$ cat src/rtl/bpc_pkg.sv
package bpc_pkg;

  typedef struct packed {
    logic signed [20:0] temp_term;
    logic [18:0]        raw_pressure;
  } in_item_t;

  typedef struct packed {
    logic [31:0] pressure;
    logic        divide_by_zero;
  } out_item_t;

  // Register indexes.
  typedef enum logic [2:0] {
    REG_A1 = 3'd0,
    REG_A2 = 3'd1,
    REG_A3 = 3'd2,
    REG_A4 = 3'd3,
    REG_B1 = 3'd4,
    REG_B2 = 3'd5,
    REG_OSS = 3'd6
  } reg_idx_t;

  localparam int unsigned QuotW = 32;
  localparam logic [31:0] TempOffset = 32'd4000;
  localparam logic [31:0] SensBias = 32'd32768;
  localparam logic [31:0] ScaleBase = 32'd50000;
  localparam logic [31:0] TopBit = 32'h8000_0000;

  // One divider cell's data, handed along the chain every cycle.
  typedef struct packed {
    logic        vld;
    logic [32:0] rem;
    logic [31:0] num;
    logic [31:0] quo;
    logic [31:0] den;
    logic        late_dbl;
    logic        dbz;
  } div_cell_t;

endpackage

$ cat src/rtl/bpc_div_cell.sv
// One restoring-division cell: retires one quotient bit per cycle.
module bpc_div_cell (
  input  logic               clk,
  input  logic               rst_n,
  input  bpc_pkg::div_cell_t cell_i,
  output bpc_pkg::div_cell_t cell_o
);

  bpc_pkg::div_cell_t c_nxt, c_r;
  logic [32:0] trial, diff;

  always_comb begin
    trial = {cell_i.rem[31:0], cell_i.num[31]};
    diff = trial - {1'b0, cell_i.den};
    c_nxt = cell_i;
    c_nxt.num = cell_i.num << 1;
    if (!diff[32]) begin
      c_nxt.rem = diff;
      c_nxt.quo = {cell_i.quo[30:0], 1'b1};
    end else begin
      c_nxt.rem = trial;
      c_nxt.quo = {cell_i.quo[30:0], 1'b0};
    end
  end

  always_ff @(posedge clk) begin
    if (!rst_n) begin
      c_r.vld <= 1'b0;
    end else begin
      c_r.vld <= c_nxt.vld;
    end
    c_r.rem <= c_nxt.rem;
    c_r.num <= c_nxt.num;
    c_r.quo <= c_nxt.quo;
    c_r.den <= c_nxt.den;
    c_r.late_dbl <= c_nxt.late_dbl;
    c_r.dbz <= c_nxt.dbz;
  end

  assign cell_o = c_r;

endmodule

$ cat config.mk
export PLATFORM = sky130hd
export DESIGN_NAME = bpc_div_cell
export DESIGN_NICKNAME = d
export VERILOG_FILES = /design/src/rtl/bpc_pkg.sv /design/src/rtl/bpc_div_cell.sv
export SDC_FILE = /design/constraint.sdc
export NUM_CORES = 1
export LEC_CHECK = 0
export ABC_AREA = 1
export BUFFER_PORTS_ARGS = -buffer_cell sky130_fd_sc_hd__clkbuf_2
export CAP_MARGIN = 40
export CORE_MARGIN = 1
export CORE_UTILIZATION = 45
export DETAILED_ROUTE_END_ITERATION = 16
export PLACE_DENSITY = 0.77
export SLEW_MARGIN = 0
export SYNTH_ARGS = -nofsm -noshare
export SYNTH_HDL_FRONTEND = slang
export SYNTH_SLANG_ARGS = --single-unit
$ cat constraint.sdc
create_clock -name clk -period 3.46 [get_ports clk]
set_input_delay 0.692 -clock clk [delete_from_list [all_inputs] [get_ports clk]]
set_output_delay 0.692 -clock clk [all_outputs]
set_load 0.01 [all_outputs]
Word level (Yosys, flattened, before mapping)
Index checks and enable logic that the tools add are counted.
{"block": "word_totals", "inputBits": 134, "output_inout_bits": 132, "word_cells": 11, "reg_bits": 131}
{"block": "classes", "mux": 2, "addsub": 1}
{"cell": "$sub A33 B32 Y33", "n": 1}
{"cell": "$mux W32", "n": 1}
{"cell": "$mux W1", "n": 1}

Depth between registers and ports, before layout
Gate-level depths: netlist of the first run.
{"block": "logic_depth", "word_depth": 2, "ltp_mapped": 17, "ltp_nobuf": 16}

Least setup slack after synthesis of the first run
Ideal clock, no wire load.
{"block": "synth_timing", "path_kind": "input port to flip-flop", "from": "in cell_i[97] (netlist bit)", "to": "reg c_r (netlist bit cell_o[103])", "path_buffers": 1, "required_time_ns": 3.348, "cell_stages": 16, "arrival_ns": 2.264, "path_slack_ns": 1.084, "setup_time_ns": 0.112, "cell_sequence": "inv_1 > ha_1 > fa_1 > inv_1 > nand2_1 > nand2_1 > nand3_1 > nand2_2 > nand2_1 > nand2_2 > nand2_2 > nand3_1 > nand2_4 > buf_6 > nand2_1 > nand2_1"}
{"item": "start: declaration", "line": "bpc_div_cell.sv:5", "rtl": "input bpc_pkg::div_cell_t cell_i,"}
{"item": "end: declaration", "line": "bpc_div_cell.sv:9", "rtl": "bpc_pkg::div_cell_t c_nxt, c_r;"}

==> flow_summary.toml, run 1 <==
[clocking]
cts_tree = "done"
cts_made_buffers = 17
h-tree-depth = 4
cts_resized = 0
clk_pin_slew_worst_paths_ns = 0.07
clock_sinks = 131
cts_hold_buffers = 0
cts_buffer_depth = 2
postCtsSetupBuffers = 0
cts_root_buf = "clkbuf_16"

[yosys]
synth.area.mux_share_pct = 0
synth-simple-area-share_pct = 30.5
synthMostInstantiatedCell = "nand2_1"
synth-warning-count = 0
ys_types = 25
netlist_top_cells_count = "336 x nand2_1, 158 x inv_1, 131 x dfxtp_1"
synth_top_family_by_area = "simple AND/OR/NAND/NOR gates"
synth.avg_cell_area_um2 = 7.10
synth.top_cell.area_share_pct = 45.1
synthFlopType = "dfxtp_1"
ys_ff_latch = 131
ys_async_sr_fraction_pct = 0
synth_area_leader_cell = "dfxtp_1"
synth_area_um2 = 5820
synth_xor_area_share_pct = 2.26
seq_area_frac_synth_pct = 45.1
synth.area.top_cells = "dfxtp_1 45%, nand2_1 22%, inv_1 10%, ha_1 6.9%, nand3_1 2.7%"
syn_inst = 819
synth_compound_area_share_pct = 3.18
synthAdderAreaFrac_pct = 7.23
synth_fp_nets = 986
synth_edf_count = 0

[floorplanning]
die_x_um = 116
core-area_um2 = 12600
die-height_um = 116
pin_count = 266
num_rows = 41
start_util_pct = 46.1
die_area_um2 = 13400

[layout]
drive_gt1_share_pct = 28.0
nets = 1260
finalNonFillerCells = 1278
largest_register_ff_count = 131
diodes = 0
fillCellCount = 1247
syn_to_final_growth_pct = 35.3

[timing]
holdWs_ns = 0.368
period_minus_slack_ns = 2.47
final.setup.tns_ns = 0
period_share_pct = 71.5
hold_viol = 0
finalWorstSetupSlack_ns = 0.986
rsz0062_at_grt = "false"
setup_viol = 0
timing.fmax_mhz = 404
finalMaxSlewViolations = 0

[drt]
drt_wl_total_um = 17300
dr.pass1.iters = 4
wire_per_inst_um = 13.5
top_layer = "met4"
via_per_inst = 4.35
drc = 0
first_iter_violations = 245
wl_met1_um = 7280
met3_length_um = 1250
antenna_left = 0
vias = 5558
route.met2.wl_um = 8430

[setup_path]
endpoint_kind = "flip-flop"
startpoint_type = "primary input"
cp_num_buf_inv = 3
slowest_delay_ns = 0.43
cpLargestDelayFamily = "simple AND/OR/NAND/NOR gates"
crit_slowest_cell = "fa_1"
crit_type = "primary input to flip-flop"
critPathMaxFanout = 33
crit_required_ns = 3.82
path_cells = "clkbuf_2 > inv_1 > ha_1 > fa_1 > inv_1 > nand2_1 > nand2_1 > nand3_1 > nand2_2 > nand2_1 > nand2_2 > nand2_2 > nand2_2 > nand2_2 > nand2_4 > nand2_1 > nand2_1"
cp.arrival_ns = 2.83

[global_routing]
grt_max_degree = 34
overflow = 0
grt_pass1_vias = 5188
grt_util_all_layers_pct = 25.6
antenna_found_initial = 0
grt_pass1_wl_um = 25600

[placed_design]
hpwl_um = 14200
port_buffers = 262
pre_cts_slack_ns = 0.555
place_congestion = 0.851
dp_cells = 1246

[pwr]
leakagePower_nw = 4.81
vdd_drop_max_uv = 354
power_density_nw_per_um2 = 554

[hold_path]
min_from = "cell_i[82]"
hold_depth = 1
min_path_type = "primary input to flip-flop"
holdPathEnd = "cell_o[83]"

[outcome]
status = "finished, final reports clean"

[run]
maxCapViolations = 0
==> area by class of cell <==
| class | instances | area (um^2) | share of cell area [%] |
|---|---|---|---|
| clock buffers | 18 | 439 | 5.58 |
| clock inverters | 14 | 165 | 2.10 |
| inverters | 161 | 604 | 7.68 |
| multi-input cells | 520 | 2510 | 31.9 |
| flip-flops and latches | 131 | 2620 | 33.3 |
| well taps | 172 | 215 | 2.73 |
| repair buffers | 262 | 1310 | 16.7 |
==> kinds of logic (layout without fill, tap and decap cells) <==
group           Yosys count  in the layout
flops                   131            131
other cells               1              1
fa+ha+maj                33             33
simple gates            439            439
buf+inv                 168            455
compound gates           32             32
xor+xnor                 15             15
==> layout by cell type, fill, tap and decap left out, types with 4 or more instances in the layout <==
| cell type | n |
|---|---|
| nand3_1 | 31 |
| a21oi_1 | 23 |
| dfxtp_1 | 131 |
| nand4_1 | 8 |
| clkbuf_16 | 17 |
| nor2_1 | 39 |
| clkbuf_2 | 262 |
| nand2_1 | 336 |
| o21bai_1 | 7 |
| inv_6 | 5 |
| xor2_1 | 14 |
| inv_1 | 158 |
| and2_1 | 4 |
| nor3_1 | 6 |
| nand2_2 | 8 |
| ha_1 | 32 |
==> metrics by stage <==
step | cell area [um^2] | power [mW] | utilization, %
global route | 7870 | 4.57 | 62.4
CTS | 7870 | 4.40 | 62.4
global placement | 7270 | 2.56 | 57.6
detailed placement | 7270 | 2.57 | 57.6
floorplan | 5820 | 2.24 | -
finish | 7870 | 4.36 | 62.4
==> layer usage <==
metal,vias up,global-route usage (%)
met5,-,0
met4,0,9.06
met3,19,7.17
met2,178,45.5
met1,2373,29.3
li1,2988,-
==> power by group <==
part           internal (mW)  switching [mW]  leakage, nW  total [mW]
sequential              1.65          0.0359         1.10        1.68
clock                   1.10           0.728        0.296        1.83
combinational          0.322           0.530         3.41       0.852
total                   3.07            1.29         4.81        4.36
==> how the worst max path moves through the flow <==
stage,from,depth (start not counted),slack [ns],to
5_1_grt,cell_i[97],17,0.79,cell_o[124]
3_5_place_dp,cell_i[97],17,0.56,cell_o[98]
4_1_cts,cell_i[97],17,0.99,cell_o[98]
3_3_place_gp,cell_i[97],17,0.62,cell_o[107]
6_report,cell_i[97],17,0.99,cell_o[98]
2_1_floorplan,cell_i[97],16,1.08,cell_o[103]
No activity file was read; power rests on OpenSTA's default activity.
==> inputs of run 2 (changes only) <==
--- a/config.mk
+++ b/config.mk
@@ -9,7 +9,7 @@
 export BUFFER_PORTS_ARGS = -buffer_cell sky130_fd_sc_hd__clkbuf_2
 export CAP_MARGIN = 40
 export CORE_MARGIN = 1
-export CORE_UTILIZATION = 45
+export CORE_UTILIZATION = 43
 export DETAILED_ROUTE_END_ITERATION = 16
 export PLACE_DENSITY = 0.77
 export SLEW_MARGIN = 0
==> constraint.sdc (replaced) <==
create_clock -name clk -period 2.1 [get_ports clk]
set_input_delay 0.42 -clock clk [delete_from_list [all_inputs] [get_ports clk]]
set_output_delay 0.42 -clock clk [all_outputs]
set_load 0.01 [all_outputs]
==> flow_summary.toml, run 2 (synthesized netlist as in run 1, its figures left out) <==
[pwr]
power_density_nw_per_um2 = 850
leakagePower_nw = 5.22
vdd_drop_max_uv = 714

[clocking]
h-tree-depth = 4
clk_pin_slew_worst_paths_ns = 0.06
postCtsSetupBuffers = 0
cts_tree = "done"
cts_root_buf = "clkbuf_16"
clock_sinks = 131
cts_buffer_depth = 2
cts_hold_buffers = 0
cts_resized = 0
cts_made_buffers = 17

[global_routing]
overflow = 0
grt_pass1_wl_um = 27400
antenna_found_initial = 0
grt_util_all_layers_pct = 25.2
grt_max_degree = 19
grt_pass1_vias = 5819

[layout]
largest_register_ff_count = 131
final_util_pct = 64.7
syn_to_final_growth_pct = 47.2
diodes = 0
fillCellCount = 1236
nets = 1348
final_common_cell = "nand2_1"
fin_area_um2 = 8560
drive_gt1_share_pct = 33.3
final_cell_mix = "336 x nand2_1, 262 x clkbuf_2, 158 x inv_1, 131 x dfxtp_1, 84 x buf_4"

[timing]
hold_viol = 0
timing.fmax_mhz = 531
setup_viol = 0
holdWs_ns = 0.0903
period_minus_slack_ns = 1.88
rsz0062_at_grt = "false"
finalMaxSlewViolations = 0
period_share_pct = 89.6

[hold_path]
min_path_type = "primary input to flip-flop"
min_from = "cell_i[34]"
holdPathEnd = "cell_o[35]"
hold_depth = 1

[placed_design]
place_area_um2 = 7990
hpwl_um = 14200
place_congestion = 0.911
port_buffers = 262

[setup_path]
cp.arrival_ns = 2.19
crit_required_ns = 2.41
cp_num_buf_inv = 4
slowest_delay_ns = 0.36
endpoint_kind = "flip-flop"
crit_slowest_cell = "fa_2"
crit_type = "primary input to flip-flop"
cpLargestDelayFamily = "simple AND/OR/NAND/NOR gates"
path_cells = "clkbuf_2 > inv_1 > ha_1 > fa_2 > inv_1 > nand2_1 > nand2_1 > nand3_1 > nand2_2 > nand2_1 > nand2_2 > nand2_2 > nand3_1 > nand2_4 > buf_12 > nand2_1 > nand2_1"
startpoint_type = "primary input"
critPathMaxFanout = 18
crit_top_cell = "nand2_1"

[run]
maxCapViolations = 0

[drt]
antenna_left = 0
drt_wl_total_um = 17100
drc = 0
dr.pass1.iters = 4
via_per_inst = 4.32
first_iter_violations = 243
vias = 5915
wire_per_inst_um = 12.5

[floorplanning]
die_area_um2 = 14000
num_rows = 42
start_util_pct = 43.9
die_x_um = 118
core-area_um2 = 13200
die-height_um = 118
pin_count = 266

[outcome]
status = "finished, final reports clean"
[run 2: how the worst max path moves through the flow]
stage / startpoint / end / slack, ns / cells past startpoint
3_5_place_dp: cell_i[97] / cell_o[113] / -0.23 / 17
3_3_place_gp: cell_i[97] / cell_o[116] / -0.18 / 17
2_1_floorplan: cell_i[97] / cell_o[103] / 0.05 / 16
5_1_grt: cell_i[97] / cell_o[107] / 0.009 / 17
6_report: cell_i[97] / cell_o[116] / 0.22 / 17
4_1_cts: cell_i[97] / cell_o[116] / 0.20 / 17
[run 2: per-layer routing]
layer	vias to the layer above	part of all wire, %	track usage (%)
met5	-	0	0
met4	0	1.7	9.46
met3	21	6.0	6.42
met2	168	49	45.3
met1	2568	43	28.5
li1	3158	-	-
[run 2: area by class of cell]
| type | instances | area (um^2) | area share (%) |
|---|---|---|---|
| Clock inverter | 14 | 146 | 1.71 |
| Tap cell | 176 | 220 | 2.57 |
| Inverter | 161 | 604 | 7.06 |
| Multi-Input combinational cell | 520 | 2520 | 29.4 |
| Timing Repair Buffer | 350 | 2020 | 23.6 |
| Sequential cell | 131 | 2620 | 30.6 |
| Clock buffer | 18 | 429 | 5.01 |
[run 2: where the power goes]
| group | switching (mW) | internal [mW] |
|---|---|---|
| clock | 1.19 | 1.66 |
| sequential | 0.0574 | 2.71 |
| combinational | 0.917 | 0.742 |
[run 2: through the flow]
stage                     worst slack, ns  power, mW  TNS, ns  std cells
final                               0.218       7.28        0       1370
after global routing              0.00896       7.66        0       1370
after CTS                           0.202       7.34        0       1370
after detailed placement           -0.227       4.48    -6.69       1338
after global placement             -0.182       4.46    -5.72       1338
after floorplan                    0.0457       3.69        0        819
==> inputs of run 3 (changes only) <==
==> constraint.sdc (replaced) <==
create_clock -name clk -period 2.1 [get_ports clk]
set_input_delay 0.105 -clock clk [delete_from_list [all_inputs] [get_ports clk]]
set_output_delay 0.105 -clock clk [all_outputs]
set_load 0.01 [all_outputs]
==> flow_summary.toml, run 3 (synthesized netlist as in run 1, its figures left out) <==
[outcome]
status = "finished, final reports clean"

[global_routing]
grt_max_degree = 18
grtUsageMet3_pct = 7.96
busiest_layer = "met2"
grtUsageMet2_pct = 56.3
globalRouteMet1Util_pct = 32.8
grt_pass1_wl_um = 32900
grt_pass1_vias = 6507
antenna_found_initial = 1
grt_util_all_layers_pct = 30.4
overflow = 0

[setup_path]
crit_top_cell = "nand2_1"
slowest_delay_ns = 0.54
critPathMaxFanout = 8
startpoint_type = "primary input"
cp.arrival_ns = 2.44
path_cells = "dlygate4sd3_1 > clkbuf_2 > inv_1 > ha_4 > nand2_2 > inv_2 > nand2_1 > nor2_2 > nand2_1 > nand2_2 > nand2_4 > nand2_4 > nand2_2 > nand2_4 > clkbuf_16 > nand2_1 > nand2_1"
crit_required_ns = 2.47
crit_type = "primary input to flip-flop"
crit_slowest_cell = "dlygate4sd3_1"
endpoint_kind = "flip-flop"

[pwr]
vdd_drop_max_uv = 459
leakagePower_nw = 5.50
power.total_mw = 7.69
power_density_nw_per_um2 = 784

[drt]
first_iter_violations = 468
vias = 6627
via_per_inst = 4.62
dr.pass1.iters = 5
drc = 0
antenna_left = 0
drt_wl_total_um = 22900
wire_per_inst_um = 16.0

[floorplanning]
die_area_um2 = 14000
pin_count = 266
num_rows = 42
start_util_pct = 43.9
die_x_um = 118
die-height_um = 118
core-area_um2 = 13200

[run]
maxCapViolations = 0

[layout]
largest_register_ff_count = 131
register_area_um2 = 2620
nets = 1410
syn_to_final_growth_pct = 68.7
multi_input_area_um2 = 2920
final_cell_mix = "319 x nand2_1, 260 x clkbuf_2, 152 x inv_1, 131 x dfxtp_1, 130 x dlygate4sd3_1"
fillCellCount = 949
final_common_cell = "nand2_1"
drive_gt1_share_pct = 31.1

[timing]
hold_viol = 0
holdWs_ns = 0.0400
finalWorstSetupSlack_ns = 0.0250
period_share_pct = 98.8
finalMaxSlewViolations = 0
period_minus_slack_ns = 2.08
timing.fmax_mhz = 482
final.setup.tns_ns = 0
setup_viol = 0

[placed_design]
port_buffers = 262
place_congestion = 0.916
hpwl_um = 13900
pre_cts_slack_ns = 0.0229

[clocking]
cts_root_buf = "clkbuf_16"
cts_tree = "done"
clk_pin_slew_worst_paths_ns = 0.06
cts_buffer_depth = 2
clock_sinks = 131
h-tree-depth = 4
cts_made_buffers = 17

[hold_path]
hold_depth = 3
min_path_type = "primary input to flip-flop"
[run 3: worst paths after layout]
check,startpoint,to,slack [ns]
hold / removal,cell_i[98],cell_o[99],0.04
setup / recovery,cell_i[10],cell_o[111],0.02
[run 3: layer usage]
metal | wire length [um] | vias up
li1 | - | 3305
met1 | 8810 | 2980
met2 | 11800 | 264
met3 | 1360 | 78
met4 | 959 | 0
met5 | 0 | -
[run 3: where the power goes]
part | total, mW | switching, mW | internal [mW]
Clock | 2.98 | 1.21 | 1.77
Combinational | 1.93 | 1.07 | 0.859
Sequential | 2.79 | 0.0766 | 2.71
[run 3: critical path, delay by kind of cell]
family / cells / cell delay [ns]
adder cells (fa/ha/maj): 1 / 0.31
buffers and inverters: 5 / 1.03
AND/OR/NAND/NOR: 11 / 0.99
[run 3: layout make-up]
cell class	instances	share of cell area, %
diodes	2	0.0510
multi-input cells	520	29.7
repair buffers	412	29.1
inverters	161	6.16
clock inverters	13	1.54
clock buffers	19	4.41
flip-flops and latches	131	26.7
well taps	176	2.24
[run 3: timing repair]
action,in CTS,in global routing
buffers inserted,0,3
hold endpoints to repair,130,0
gates resized for setup,0,78
hold buffers,131,0
setup endpoints to repair,0,33
[run 3: metrics by stage]
step           std cells  util [%]  instance area, um^2
2_1_floorplan        819         -                 5820
3_3_place_gp        1266      56.2                 7440
3_5_place_dp        1266      56.2                 7440
4_1_cts             1429      70.5                 9340
5_1_grt             1433      74.1                 9810
6_report            1434      74.1                 9810
